==> src/rmeu_pkg.sv <==
// ----------------------------------------------------------------------------
// Register machine execute unit package
// Shared types, opcodes, status codes and constants for the execute unit.
// ----------------------------------------------------------------------------
package rmeu_pkg;

  localparam int unsigned PROGRAM_DEPTH = 1024;
  localparam int unsigned DATA_W        = 32;
  localparam int unsigned LIT_W         = 31;
  localparam int unsigned REG_SEL_W     = 3;
  localparam int unsigned INDEX_W       = 11;
  localparam int unsigned TARGET_W      = 10;
  localparam int unsigned REG_COUNT     = 5;
  localparam int unsigned REG_ADDR_W    = $clog2(REG_COUNT);
  localparam int unsigned STEP_CNT_W    = $clog2(DATA_W);
  localparam logic [INDEX_W-1:0] LEN_RESET = INDEX_W'(1);

  // Instruction opcodes
  typedef enum logic [3:0] {
    OP_NOP       = 4'd0,
    OP_MOV       = 4'd1,
    OP_ADD       = 4'd2,
    OP_SUB       = 4'd3,
    OP_MUL       = 4'd4,
    OP_DIV       = 4'd5,
    OP_CMP       = 4'd6,
    OP_JMP       = 4'd7,
    OP_JE        = 4'd8,
    OP_JG        = 4'd9,
    OP_JL        = 4'd10,
    OP_JNE       = 4'd11,
    OP_JGE       = 4'd12,
    OP_JLE       = 4'd13,
    OP_PRINTINT  = 4'd14,
    OP_PRINTCHAR = 4'd15
  } op_e;

  // Completion status
  typedef enum logic [1:0] {
    STAT_OK       = 2'd0,
    STAT_LIT_DST  = 2'd1,
    STAT_DIV_ZERO = 2'd2
  } status_e;

  // Sequencer states
  typedef enum logic [2:0] {
    ST_IDLE,
    ST_RD_B,
    ST_EXEC,
    ST_MUL,
    ST_DIV_PREP,
    ST_DIV,
    ST_DIV_FIX,
    ST_FINISH
  } state_e;

  // Decoded instruction
  typedef struct packed {
    op_e                 operation;
    logic [REG_SEL_W-1:0] left_reg;
    logic                left_is_literal;
    logic [LIT_W-1:0]    left_literal;
    logic [REG_SEL_W-1:0] right_reg;
    logic                right_is_literal;
    logic [LIT_W-1:0]    right_literal;
    logic [TARGET_W-1:0] jump_target;
  } in_item_t;

  // Execution result
  typedef struct packed {
    logic [INDEX_W-1:0]       next_index;
    logic                     program_done;
    logic                     print_valid;
    logic                     print_is_char;
    logic signed [DATA_W-1:0] print_value;
    status_e                  status;
  } out_item_t;

  // Register select 5..7 maps onto r5
  function automatic logic [REG_ADDR_W-1:0] sel_reg(input logic [REG_SEL_W-1:0] r);
    logic [REG_ADDR_W-1:0] res;
    if (32'(r) > REG_COUNT - 1) begin
      res = REG_ADDR_W'(REG_COUNT - 1);
    end else begin
      res = REG_ADDR_W'(r);
    end
    return res;
  endfunction

endpackage

==> src/rmeu_in_if.sv <==
// ----------------------------------------------------------------------------
// Instruction channel
// Valid/ready channel carrying one decoded instruction per transaction.
// ----------------------------------------------------------------------------
interface rmeu_in_if import rmeu_pkg::*; ();

  logic     valid;
  logic     ready;
  in_item_t payload;

  modport source (output valid, output payload, input ready);
  modport sink   (input valid, input payload, output ready);

endinterface

==> src/rmeu_out_if.sv <==
// ----------------------------------------------------------------------------
// Result channel
// Valid/ready channel carrying one execution result per transaction.
// ----------------------------------------------------------------------------
interface rmeu_out_if import rmeu_pkg::*; ();

  logic      valid;
  logic      ready;
  out_item_t payload;

  modport source (output valid, output payload, input ready);
  modport sink   (input valid, input payload, output ready);

endinterface

==> src/register_machine_execute_unit_top.sv <==
// The unit takes one instruction at a time and accepts the next only once
//   the result is registered.
// Mul and div step one bit per cycle through the shared 33-bit adder.
// Reset (rst_ni, async, active low): r1..r5, flags and index cleared,
//   program_length set to 1, no result pending.
// ----------------------------------------------------------------------------
// Register machine execute unit
// Executes decoded instructions on a five-register machine with a small
// sequencer around one shared add/subtract unit.
// ----------------------------------------------------------------------------
module register_machine_execute_unit_top import rmeu_pkg::*; #(
  parameter int unsigned ProgramDepth = PROGRAM_DEPTH
) (
  input  logic               clk_i,
  input  logic               rst_ni,
  input  logic               cfg_we_i,
  input  logic [INDEX_W-1:0] cfg_wdata_i,
  rmeu_in_if.sink            item_i,
  rmeu_out_if.source         result_o
);

  // Control state
  state_e                 state_q, state_d;
  logic [STEP_CNT_W-1:0]  cnt_q, cnt_d;
  logic [INDEX_W-1:0]     index_q, index_d;
  logic [INDEX_W-1:0]     len_q;
  logic                   zero_q, zero_d;
  logic                   less_q, less_d;
  logic                   out_valid_q, out_valid_d;
  logic [DATA_W-1:0]      rf_q [REG_COUNT];

  // Datapath registers
  in_item_t               in_q;
  logic [DATA_W-1:0]      rdata_q;
  logic [DATA_W-1:0]      a_q, a_d;
  logic [DATA_W-1:0]      work_q, work_d;
  logic [DATA_W-1:0]      opnd_q, opnd_d;
  logic [DATA_W-1:0]      shift_q, shift_d;
  logic                   neg_q, neg_d;
  logic                   hold_q, hold_d;
  logic                   take_q, take_d;
  status_e                status_q, status_d;
  logic                   pvalid_q, pvalid_d;
  logic                   pchar_q, pchar_d;
  logic [DATA_W-1:0]      pval_q, pval_d;
  out_item_t              out_q, out_d;

  logic                   accept;
  logic                   out_load;
  logic [REG_ADDR_W-1:0]  rd_addr;
  logic [REG_ADDR_W-1:0]  dst;
  logic [DATA_W-1:0]      b_val;
  logic [INDEX_W-1:0]     len_eff;
  logic [INDEX_W-1:0]     next_idx;

  logic                   rf_we;
  logic [REG_ADDR_W-1:0]  rf_waddr;
  logic [DATA_W-1:0]      rf_wdata;

  // Shared add/subtract unit
  logic [DATA_W:0]        alu_a, alu_b, alu_sum;
  logic                   alu_sub;

  assign accept       = item_i.valid && item_i.ready;
  assign item_i.ready = (state_q == ST_IDLE);
  assign result_o.valid   = out_valid_q;
  assign result_o.payload = out_q;

  // Effective program length, clamped to the program depth
  assign len_eff = (32'(len_q) > 32'(ProgramDepth)) ? INDEX_W'(ProgramDepth) : len_q;

  assign rd_addr = (state_q == ST_IDLE) ? sel_reg(item_i.payload.left_reg)
                                        : sel_reg(in_q.right_reg);
  assign dst     = sel_reg(in_q.left_reg);
  assign b_val   = in_q.right_is_literal ? {1'b0, in_q.right_literal} : rdata_q;

  assign alu_sum = alu_a + (alu_sub ? ~alu_b : alu_b) + (DATA_W + 1)'(alu_sub);

  // Next index: stay on error or finished program, else branch or fall through
  always_comb begin
    if (hold_q) begin
      next_idx = index_q;
    end else if (take_q) begin
      next_idx = INDEX_W'(in_q.jump_target) + INDEX_W'(1);
    end else begin
      next_idx = index_q + INDEX_W'(1);
    end
  end

  // Sequencer: next state, unit operand select and register updates
  always_comb begin
    state_d     = state_q;
    cnt_d       = cnt_q;
    index_d     = index_q;
    zero_d      = zero_q;
    less_d      = less_q;
    a_d         = a_q;
    work_d      = work_q;
    opnd_d      = opnd_q;
    shift_d     = shift_q;
    neg_d       = neg_q;
    hold_d      = hold_q;
    take_d      = take_q;
    status_d    = status_q;
    pvalid_d    = pvalid_q;
    pchar_d     = pchar_q;
    pval_d      = pval_q;
    out_d       = out_q;
    out_load    = 1'b0;
    rf_we       = 1'b0;
    rf_waddr    = dst;
    rf_wdata    = alu_sum[DATA_W-1:0];
    alu_a       = '0;
    alu_b       = '0;
    alu_sub     = 1'b0;

    unique case (state_q)
      ST_IDLE: begin
        if (accept) begin
          state_d = ST_RD_B;
        end
      end

      ST_RD_B: begin
        a_d     = in_q.left_is_literal ? {1'b0, in_q.left_literal} : rdata_q;
        state_d = ST_EXEC;
      end

      ST_EXEC: begin
        hold_d   = 1'b0;
        take_d   = 1'b0;
        status_d = STAT_OK;
        pvalid_d = 1'b0;
        pchar_d  = 1'b0;
        pval_d   = '0;
        state_d  = ST_FINISH;
        if (index_q >= len_eff) begin
          hold_d = 1'b1;
        end else begin
          case (in_q.operation) inside
            OP_MOV, OP_ADD, OP_SUB: begin
              alu_a   = {1'b0, a_q};
              alu_b   = {1'b0, b_val};
              alu_sub = (in_q.operation == OP_SUB);
              if (in_q.left_is_literal) begin
                status_d = STAT_LIT_DST;
                hold_d   = 1'b1;
              end else begin
                rf_we    = 1'b1;
                rf_wdata = (in_q.operation == OP_MOV) ? b_val : alu_sum[DATA_W-1:0];
              end
            end
            OP_MUL: begin
              work_d  = '0;
              opnd_d  = a_q;
              shift_d = b_val;
              cnt_d   = '0;
              state_d = ST_MUL;
            end
            OP_DIV: begin
              // magnitude of the dividend
              alu_b   = {1'b0, a_q};
              alu_sub = a_q[DATA_W-1];
              if (b_val == '0) begin
                status_d = STAT_DIV_ZERO;
                hold_d   = 1'b1;
              end else begin
                shift_d = alu_sum[DATA_W-1:0];
                opnd_d  = b_val;
                neg_d   = a_q[DATA_W-1] ^ b_val[DATA_W-1];
                work_d  = '0;
                state_d = ST_DIV_PREP;
              end
            end
            OP_CMP: begin
              // sign-extended difference, no overflow
              alu_a   = {a_q[DATA_W-1], a_q};
              alu_b   = {b_val[DATA_W-1], b_val};
              alu_sub = 1'b1;
              zero_d  = (alu_sum == '0);
              less_d  = alu_sum[DATA_W];
            end
            OP_JMP: take_d = 1'b1;
            OP_JE:  take_d = zero_q;
            OP_JG:  take_d = !less_q && !zero_q;
            OP_JL:  take_d = less_q;
            OP_JNE: take_d = !zero_q;
            OP_JGE: take_d = zero_q || !less_q;
            OP_JLE: take_d = zero_q || less_q;
            OP_PRINTINT: begin
              pvalid_d = 1'b1;
              pval_d   = a_q;
            end
            OP_PRINTCHAR: begin
              pvalid_d = 1'b1;
              pchar_d  = 1'b1;
              pval_d   = {{(DATA_W-8){1'b0}}, a_q[7:0]};
            end
            default: begin
            end
          endcase
        end
      end

      // Shift-add multiply, one multiplier bit per cycle
      ST_MUL: begin
        alu_a   = {1'b0, work_q};
        alu_b   = {1'b0, opnd_q};
        if (shift_q[0]) begin
          work_d = alu_sum[DATA_W-1:0];
        end
        opnd_d  = {opnd_q[DATA_W-2:0], 1'b0};
        shift_d = {1'b0, shift_q[DATA_W-1:1]};
        cnt_d   = cnt_q + STEP_CNT_W'(1);
        if (cnt_q == STEP_CNT_W'(DATA_W - 1)) begin
          rf_we    = 1'b1;
          rf_waddr = REG_ADDR_W'(REG_COUNT - 1);
          rf_wdata = shift_q[0] ? alu_sum[DATA_W-1:0] : work_q;
          state_d  = ST_FINISH;
        end
      end

      // Magnitude of the divisor
      ST_DIV_PREP: begin
        alu_b   = {1'b0, opnd_q};
        alu_sub = opnd_q[DATA_W-1];
        opnd_d  = alu_sum[DATA_W-1:0];
        cnt_d   = '0;
        state_d = ST_DIV;
      end

      // Restoring division, one quotient bit per cycle
      ST_DIV: begin
        alu_a   = {work_q, shift_q[DATA_W-1]};
        alu_b   = {1'b0, opnd_q};
        alu_sub = 1'b1;
        if (!alu_sum[DATA_W]) begin
          work_d  = alu_sum[DATA_W-1:0];
          shift_d = {shift_q[DATA_W-2:0], 1'b1};
        end else begin
          work_d  = alu_a[DATA_W-1:0];
          shift_d = {shift_q[DATA_W-2:0], 1'b0};
        end
        cnt_d = cnt_q + STEP_CNT_W'(1);
        if (cnt_q == STEP_CNT_W'(DATA_W - 1)) begin
          state_d = ST_DIV_FIX;
        end
      end

      // Apply quotient sign and write r5
      ST_DIV_FIX: begin
        alu_b    = {1'b0, shift_q};
        alu_sub  = neg_q;
        rf_we    = 1'b1;
        rf_waddr = REG_ADDR_W'(REG_COUNT - 1);
        rf_wdata = alu_sum[DATA_W-1:0];
        state_d  = ST_FINISH;
      end

      // Register the result once the output slot is free
      ST_FINISH: begin
        if (!out_valid_q || result_o.ready) begin
          out_load          = 1'b1;
          index_d           = next_idx;
          out_d.next_index  = next_idx;
          out_d.program_done = (next_idx >= len_eff);
          out_d.print_valid = pvalid_q;
          out_d.print_is_char = pchar_q;
          out_d.print_value = pval_q;
          out_d.status      = status_q;
          state_d           = ST_IDLE;
        end
      end

      default: state_d = ST_IDLE;
    endcase
  end

  // Output slot occupancy
  always_comb begin
    out_valid_d = out_valid_q;
    if (out_load) begin
      out_valid_d = 1'b1;
    end else if (result_o.ready) begin
      out_valid_d = 1'b0;
    end
  end

  // State register and control
  always_ff @(posedge clk_i or negedge rst_ni) begin
    if (!rst_ni) begin
      state_q     <= ST_IDLE;
      cnt_q       <= '0;
      index_q     <= '0;
      len_q       <= LEN_RESET;
      zero_q      <= 1'b0;
      less_q      <= 1'b0;
      out_valid_q <= 1'b0;
    end else begin
      state_q     <= state_d;
      cnt_q       <= cnt_d;
      index_q     <= index_d;
      zero_q      <= zero_d;
      less_q      <= less_d;
      out_valid_q <= out_valid_d;
      if (cfg_we_i) begin
        len_q <= cfg_wdata_i;
      end
    end
  end

  // Register file: one write port, one registered read port
  always_ff @(posedge clk_i or negedge rst_ni) begin
    if (!rst_ni) begin
      for (int i = 0; i < REG_COUNT; i++) begin
        rf_q[i] <= '0;
      end
    end else if (rf_we) begin
      rf_q[rf_waddr] <= rf_wdata;
    end
  end

  always_ff @(posedge clk_i) begin
    rdata_q <= rf_q[rd_addr];
  end

  // Datapath registers
  always_ff @(posedge clk_i) begin
    if (accept) begin
      in_q <= item_i.payload;
    end
    a_q      <= a_d;
    work_q   <= work_d;
    opnd_q   <= opnd_d;
    shift_q  <= shift_d;
    neg_q    <= neg_d;
    hold_q   <= hold_d;
    take_q   <= take_d;
    status_q <= status_d;
    pvalid_q <= pvalid_d;
    pchar_q  <= pchar_d;
    pval_q   <= pval_d;
    out_q    <= out_d;
  end

  // Assertions
  a_load_in_finish: assert property (@(posedge clk_i) disable iff (!rst_ni)
    out_load |-> state_q == ST_FINISH)
    else $error("result loaded outside finish state");

  a_error_holds_index: assert property (@(posedge clk_i) disable iff (!rst_ni)
    (out_load && status_q != STAT_OK) |=> index_q == $past(index_q))
    else $error("program index moved on an error");

  a_no_print_clean: assert property (@(posedge clk_i) disable iff (!rst_ni)
    (out_valid_q && !out_q.print_valid) |->
      (!out_q.print_is_char && out_q.print_value == '0))
    else $error("print fields set without a print");

  a_busy_not_ready: assert property (@(posedge clk_i) disable iff (!rst_ni)
    (state_q == ST_MUL || state_q == ST_DIV) |-> !item_i.ready)
    else $error("instruction accepted during iteration");

endmodule

==> src/flat_wrapper.sv <==
// flat-port wrapper written by rule: the top's interface ports become plain ports
module register_machine_execute_unit_top_flat import rmeu_pkg::*;
#(
  parameter int unsigned ProgramDepth = PROGRAM_DEPTH
)
  (clk_i, rst_ni, cfg_we_i, cfg_wdata_i, item_i_valid, item_i_payload, item_i_ready, result_o_valid, result_o_payload, result_o_ready);
  rmeu_in_if item_i_i ();
  rmeu_out_if result_o_i ();
  input  logic clk_i;
  input  logic rst_ni;
  input  logic cfg_we_i;
  input  logic [INDEX_W-1:0] cfg_wdata_i;
  input wire logic [$bits(item_i_i.valid)-1:0] item_i_valid;
  input wire logic [$bits(item_i_i.payload)-1:0] item_i_payload;
  output wire logic [$bits(item_i_i.ready)-1:0] item_i_ready;
  output wire logic [$bits(result_o_i.valid)-1:0] result_o_valid;
  output wire logic [$bits(result_o_i.payload)-1:0] result_o_payload;
  input wire logic [$bits(result_o_i.ready)-1:0] result_o_ready;
  assign item_i_i.valid = item_i_valid;
  assign item_i_i.payload = item_i_payload;
  assign item_i_ready = item_i_i.ready;
  assign result_o_valid = result_o_i.valid;
  assign result_o_payload = result_o_i.payload;
  assign result_o_i.ready = result_o_ready;
  register_machine_execute_unit_top #(.ProgramDepth(ProgramDepth)) u_core (.clk_i(clk_i), .rst_ni(rst_ni), .cfg_we_i(cfg_we_i), .cfg_wdata_i(cfg_wdata_i), .item_i(item_i_i), .result_o(result_o_i));
endmodule
==> config.mk <==
export PLATFORM = sky130hd
export DESIGN_NAME = register_machine_execute_unit_top_flat
export DESIGN_NICKNAME = d
export VERILOG_FILES = /design/src/rmeu_pkg.sv /design/src/rmeu_in_if.sv /design/src/rmeu_out_if.sv /design/src/register_machine_execute_unit_top.sv /design/src/flat_wrapper.sv
export SDC_FILE = /design/constraint.sdc
export NUM_CORES = 1
export LEC_CHECK = 0
export BUFFER_PORTS_ARGS = -buffer_cell sky130_fd_sc_hd__buf_4
export CORE_MARGIN = 2
export CORE_UTILIZATION = 55
export DETAILED_ROUTE_END_ITERATION = 16
export PLACE_DENSITY = 0.73
export SLEW_MARGIN = 5
export SYNTH_ARGS = -nofsm -noshare
export SYNTH_HDL_FRONTEND = slang
export SYNTH_SLANG_ARGS = --single-unit
==> constraint.sdc <==
create_clock -name clk_i -period 7.65 [get_ports clk_i]
set_input_delay 1.53 -clock clk_i [delete_from_list [all_inputs] [get_ports clk_i]]
set_output_delay 1.53 -clock clk_i [all_outputs]
set_load 0.1 [all_outputs]
Word level (Yosys, flattened, before mapping):

Cells that the tools add are included.

* word-level logic and storage cells: 230
* RAM bits: 0
* input port bits: 100
* bits in latches: 0
* memories: 0
* ROM bits: 0
* bits in registers: 524
* output and inout bits: 50

* reductions and logical operators: 29
* muxes and demuxes: 107
* shifts and indexed selects: 0
* bitwise logic cells: 9
* multipliers: 0
* equality and inequality tests: 32
* $lt $le $gt $ge: 9
* div/mod/pow operators: 0
* add/sub/neg operators: 5

Operators with widths (count)
* 32-bit two-way mux: 27
* 33-bit two-way mux: 11
* 32-bit case mux with 3 select lines: 3
* 33-bit case mux with 3 select lines: 2
* 160-bit bitwise mux: 1
* 32-bit binary-select mux with 3-bit select: 1
* 32-bit demux with 3-bit select: 1
* 32-bit case mux with 2 select lines: 1
* 3-bit two-way mux: 13
* 33-bit by 1-bit adder with 33-bit output: 1
* 33-bit adder: 1
* 33-bit logical NOT: 1
* 11-bit two-way mux: 3
* 33-bit inverter: 1
* 4-bit equality test (second input constant): 8
* 32-bit logical NOT: 1
* 31-bit two-way mux: 1
* 1-bit two-way mux: 29
* 3-bit case mux with 8 select lines: 1
* 11-bit >= comparator: 2
* 4-bit by 3-bit equality test with 1-bit output (second input constant): 4
* 5-bit two-way mux: 3
* 5-bit case mux with 3 select lines: 1
* 15-bit OR reduction: 1
* other kinds (39): 73

Depth between registers and ports, before layout:

* depth in word-level cells: 17
* gate-level depth with buffers: 29
* mapped depth without buffers: 23

Worst setup path after synthesis:

OpenSTA, ideal clock, no wires.

* path kind: register -> register
* start point: reg u_core.len_q[10]
* end point: reg u_core.shift_q[0], data pin
* data required time: 7.389 ns
* clock period less this slack: 6.049 ns
* cell stages (with the launch flop): 28
* slack: 1.601 ns
* data arrival time: 5.789 ns
* setup time: 0.261 ns
* buffers on the path: 6
* path through: dfrtp_1 -> inv_1 -> clkbuf_1 -> nand2_1 -> ha_1 -> and3_1 -> a22o_1 -> a2111oi_4 -> a21o_1 -> buf_2 -> nand2_1 -> clkbuf_1 -> buf_1 -> o221ai_1 -> xnor2_1 -> ha_1 -> and3_1 -> and4_1 -> and2_1 -> a211oi_2 -> a211oi_1 -> o21a_1 -> o31a_1 -> nor4_1 -> a311oi_1 -> buf_4 -> buf_4 -> a221o_1

* word-level cells in the longest chain between the ends: 15
* elaborated cells between the ends (all ways): 20
* those cells by class: add/sub (2); order compare (2); mux (15); bitwise (1)

RTL lines
* start, declared: RTL line register_machine_execute_unit_top.sv:26 `logic [INDEX_W-1:0] len_q;`
* start signal, assigned: RTL line register_machine_execute_unit_top.sv:307 `len_q <= cfg_wdata_i;`
* 11-bit greater-than comparator: RTL line register_machine_execute_unit_top.sv:70 `assign len_eff = (32'(len_q) > 32'(ProgramDepth)) ? INDEX_W'(ProgramDepth) : len_q;`
* 11-bit two-way mux *: RTL line register_machine_execute_unit_top.sv:70
* 11-bit >= comparator *: RTL line register_machine_execute_unit_top.sv:137 `if (index_q >= len_eff) begin`
* 33-bit two-way mux: RTL line register_machine_execute_unit_top.sv:137
* 33-bit case mux with 3 select lines: RTL line register_machine_execute_unit_top.sv:117 `unique case (state_q)`
* 33-bit inverter: RTL line register_machine_execute_unit_top.sv:77 `assign alu_sum = alu_a + (alu_sub ? ~alu_b : alu_b) + (DATA_W + 1)'(alu_sub);`
* 33-bit two-way mux: RTL line register_machine_execute_unit_top.sv:77
* 33-bit adder: RTL line register_machine_execute_unit_top.sv:77
* 33-bit by 1-bit adder with 33-bit output *: RTL line register_machine_execute_unit_top.sv:77
* 32-bit two-way mux: RTL line register_machine_execute_unit_top.sv:164 `if (b_val == '0) begin`
* 32-bit two-way mux (3 in a row): RTL line register_machine_execute_unit_top.sv:140 `case (in_q.operation) inside`
* 32-bit two-way mux: RTL line register_machine_execute_unit_top.sv:137
* 32-bit case mux with 3 select lines *: RTL line register_machine_execute_unit_top.sv:117
* named net u_core.shift_d[0]: RTL line register_machine_execute_unit_top.sv:38 `logic [DATA_W-1:0] shift_q, shift_d;`
* end signal, assigned: RTL line register_machine_execute_unit_top.sv:335 `shift_q <= shift_d;`
* end, declared: RTL line register_machine_execute_unit_top.sv:38

The timed path passes the listed nets; every way through them passes the cells marked *. The select of a mux whose other input is x is not followed.
A chain may end at the register's enable or synchronous reset.

Final worst setup path:

* start point: reg u_core.len_q[10]
* end point: reg u_core.work_q[2], data pin

* word-level cells in the longest chain between the ends: 11
* elaborated cells between the ends (all ways): 16
* those cells by class: add/sub (2); order compare (2); mux (11); bitwise (1)

RTL lines
* 11-bit greater-than comparator: RTL line register_machine_execute_unit_top.sv:70
* 11-bit two-way mux *: RTL line register_machine_execute_unit_top.sv:70
* 11-bit >= comparator *: RTL line register_machine_execute_unit_top.sv:137
* 33-bit two-way mux: RTL line register_machine_execute_unit_top.sv:137
* 33-bit case mux with 3 select lines: RTL line register_machine_execute_unit_top.sv:117
* 33-bit inverter: RTL line register_machine_execute_unit_top.sv:77
* 33-bit two-way mux: RTL line register_machine_execute_unit_top.sv:77
* 33-bit adder: RTL line register_machine_execute_unit_top.sv:77
* 33-bit by 1-bit adder with 33-bit output *: RTL line register_machine_execute_unit_top.sv:77
* 32-bit two-way mux, on equally long branches: RTL line register_machine_execute_unit_top.sv:237, register_machine_execute_unit_top.sv:209
* 32-bit case mux with 3 select lines *: RTL line register_machine_execute_unit_top.sv:117
* end signal, assigned: RTL line register_machine_execute_unit_top.sv:333 `work_q <= work_d;`
* end, declared: RTL line register_machine_execute_unit_top.sv:36 `logic [DATA_W-1:0] work_q, work_d;`

Mark *: on every way between the ends. The rest lies on a longest branch, timed or not.

==> results.yml <==
routing:
  drtIter0Drc: 3065
  drt-pass1-iter-count: 8
  vias: 22500
  wl_per_cell_um: 23.6
  drc: 0
  wl_um: 82200
  avgViaCountPerCell: 6.47
  final_antenna_net_count: 0
cells_and_area:
  n_antenna_cell: 0
  fin_cells: 3481
  layout-area-overhead-vs-synth_pct: 14.0
  num-fill-cells: 3990
  design_area_um2: 31000
  nets: 2927
  drive_gt1_share_pct: 14.6
yosys:
  synth.area.mux_share_pct: 6.26
  synth-adder-area-share_pct: 2.65
  synth_top_cell_area_share_pct: 33.0
  synth_cell_type_count: 81
  synth_top_family_by_area: "compound AO/OA/AOI/OAI gates"
  synthFlopType: "edfxtp_1"
  asyncSetResetFlopFracSynth_pct: 36.8
  syn-num-nets: 2840
  syn_area_per_cell_um2: 10.1
  synth_xor_area_share_pct: 1.58
  ys_warn_count: 0
  synth_edf_count: 299
  synth-seq-cells: 524
  synthTopCellsByCount: "nand2_1, edfxtp_1, o21ai_0"
  synth-simple-area-share_pct: 13.5
  ys_top_cells_by_area: "edfxtp_1, dfrtp_1, nand2_1"
  ys_seq_area_share_pct: 53.1
  synth_compound_area_share_pct: 19.5
  postSynthCellCount: 2683
  yosysTopAreaCell: "edfxtp_1"
  netlist_area_um2: 27200
  synth_most_common_cell: "nand2_1"
timing:
  drv_slew: 0
  fmax_ghz: 0.140
  fin_crit_ns: 7.16
  grt_setup_unrepaired: "false"
  holdWs_ns: 0.386
  slew_headroom_pct: 10.8
  finalSetupViolCount: 0
  clock_skew_ns: 0.0581
  hold_viol_final: 0
  min_period_over_period_pct: 93.5
  tns_ns: 0
  worst_pin_slew_ns: 1.33
clocking:
  cts-root-buf: "clkbuf_16"
  clk_pin_slew_worst_paths_ns: 0.06
  cts_tree: "built"
  cts.sinks: 524
  ctsHoldBuffers: 0
  cts_resized: 0
  clk_latency_ns: 0.64
  numCtsBuffers: 56
  post_cts_buffers: 0
  clock_path_buffers: 3
  ctsHtreeMaxLevel: 2
floorplanning:
  start_util_pct: 55.7
  die_x_um: 226
  die_h_um: 226
  rows: 81
  die-area_um2: 51300
  ios: 150
  core_area_um2: 48800
worst_setup_path:
  cp-end-kind: "flop"
  startpoint: "u_core.len_q[10]"
  worstReg2RegStart: "u_core.len_q[10]"
  start_kind: "flop"
  r2r_end: "u_core.work_q[2]"
  critPathKind: "reg2reg"
  r2r_cells: 26
  cp.required_ns: 8.01
  worst-path-max-fanout: 35
  rrSetupSlack_ns: 0.49
  arrival_ns: 7.51
  crit_end: "u_core.work_q[2]"
place:
  portBuffers: 149
  dpl_cell_area_um2: 29100
  gp_congestion: 0.969
  dpl.cell_count: 3376
  dp_hpwl_um: 56100
grt:
  grt_overflow: 0
  grt_pass1_vias: 21100
  grtUsageTotal_pct: 32.2
  antenna_found_initial: 0
  grt_first_pass_wirelength_um: 126000
  grt_max_degree: 92
min_path:
  min_from: "u_core.pval_q[10]"
  hold_class: "reg2reg"
run_status:
  status: "finished clean"
run:
  max_cap_violations: 0
worst min-delay path by stage:
stage,to,depth (start not counted)
2_1_floorplan,u_core.result_o.payload[0],0
3_3_place_gp,u_core.result_o.payload[17],0
3_5_place_dp,u_core.result_o.payload[25],0
4_1_cts,u_core.result_o.payload[12],0
5_1_grt,u_core.result_o.payload[12],0
6_report,u_core.result_o.payload[12],0
cell type report:
cell class / count / area, µm² / area share [%]
clock inverters: 23 / 285 / 0.919
multi-input cells: 1926 / 12000 / 38.7
flip-flops and latches: 524 / 14500 / 46.6
repair buffers: 212 / 1610 / 5.19
well taps: 664 / 831 / 2.68
inverters: 50 / 188 / 0.605
clock buffers: 82 / 1660 / 5.36
sequential cells by signal (all words and copies together), names as in the netlist, 2 cells and up:
register	cells
u_core.len_q	11
u_core.index_q	11
u_core.result_o.payload	48
u_core.in_q	84
u_core.work_q	32
u_core.shift_q	32
u_core.rf_q	160
u_core.a_q	32
u_core.state_q	3
u_core.rdata_q	32
u_core.pval_q	32
u_core.cnt_q	5
u_core.opnd_q	32
u_core.status_q	2
critical path: stages (launching register included):
cell	delay (ns)
dfrtp_1	0.39
inv_1	0.25
nand2_1	0.15
ha_1	0.32
and3_1	0.20
a22o_1	0.24
a2111oi_4	0.43
a21o_1	0.28
buf_4	0.19
nand2_1	0.23
nand2_1	0.39
buf_4	0.33
a222oi_1	0.17
inv_1	0.10
ha_1	0.34
and3_1	0.27
and4_1	0.23
and2_1	0.15
a211oi_2	0.38
a211oi_1	0.16
o21a_1	0.23
o31a_1	0.30
nor4_1	0.43
a311oi_4	0.10
buf_12	0.22
mux2i_1	0.21
o22ai_1	0.12
routing by layer:
metal	share of wire, %	GRT usage [%]	routed length (µm)
met1	42	47.7	34800
met2	43	46.7	35100
met3	11	6.75	9310
met4	3.6	11.8	2960
met5	0	0	0
placed cells by master (no fill, tap or decap), drive strengths merged, types with 6 or more instances in the layout:
master / count
a211oi: 44
a21o: 28
a21oi: 154
a221o: 31
a221oi: 19
a222oi: 32
a22o: 6
a22oi: 62
a31oi: 8
and2: 47
and3: 13
buf: 211
clkbuf: 83
clkinv: 16
dfrtp: 192
dfxtp: 32
edfxtp: 299
ha: 56
inv: 49
mux2: 65
mux2i: 97
nand2: 405
nand2b: 21
nand3: 47
nand4: 16
nor2: 222
nor2b: 14
nor3: 25
nor3b: 10
nor4: 6
o211ai: 7
o21a: 10
o21ai: 271
o21bai: 10
o221ai: 30
o22ai: 42
o31ai: 10
or3: 9
xnor2: 37
xor2: 12
logic make-up (layout without fill, tap and decap cells):
group,count (synthesis),in the layout
adders and majority gates,57,57
muxes,162,162
buffers and inverters,233,367
and+or+nand+nor,848,848
xor gates and xnor gates,49,49
AOI/OAI and AO/OA,810,810
DFF,524,524
per-stage QoR:
stage	utilization (%)	setup slack (ns)
2_1_floorplan	-	1.60
3_3_place_gp	59.5	0.755
3_5_place_dp	59.5	0.573
4_1_cts	63.5	0.551
5_1_grt	63.5	0.000815
6_report	63.5	0.495
Power is left out: the tool's default activity adds up to more than one toggle a clock period on the data nets, which glitch-free logic cannot reach.
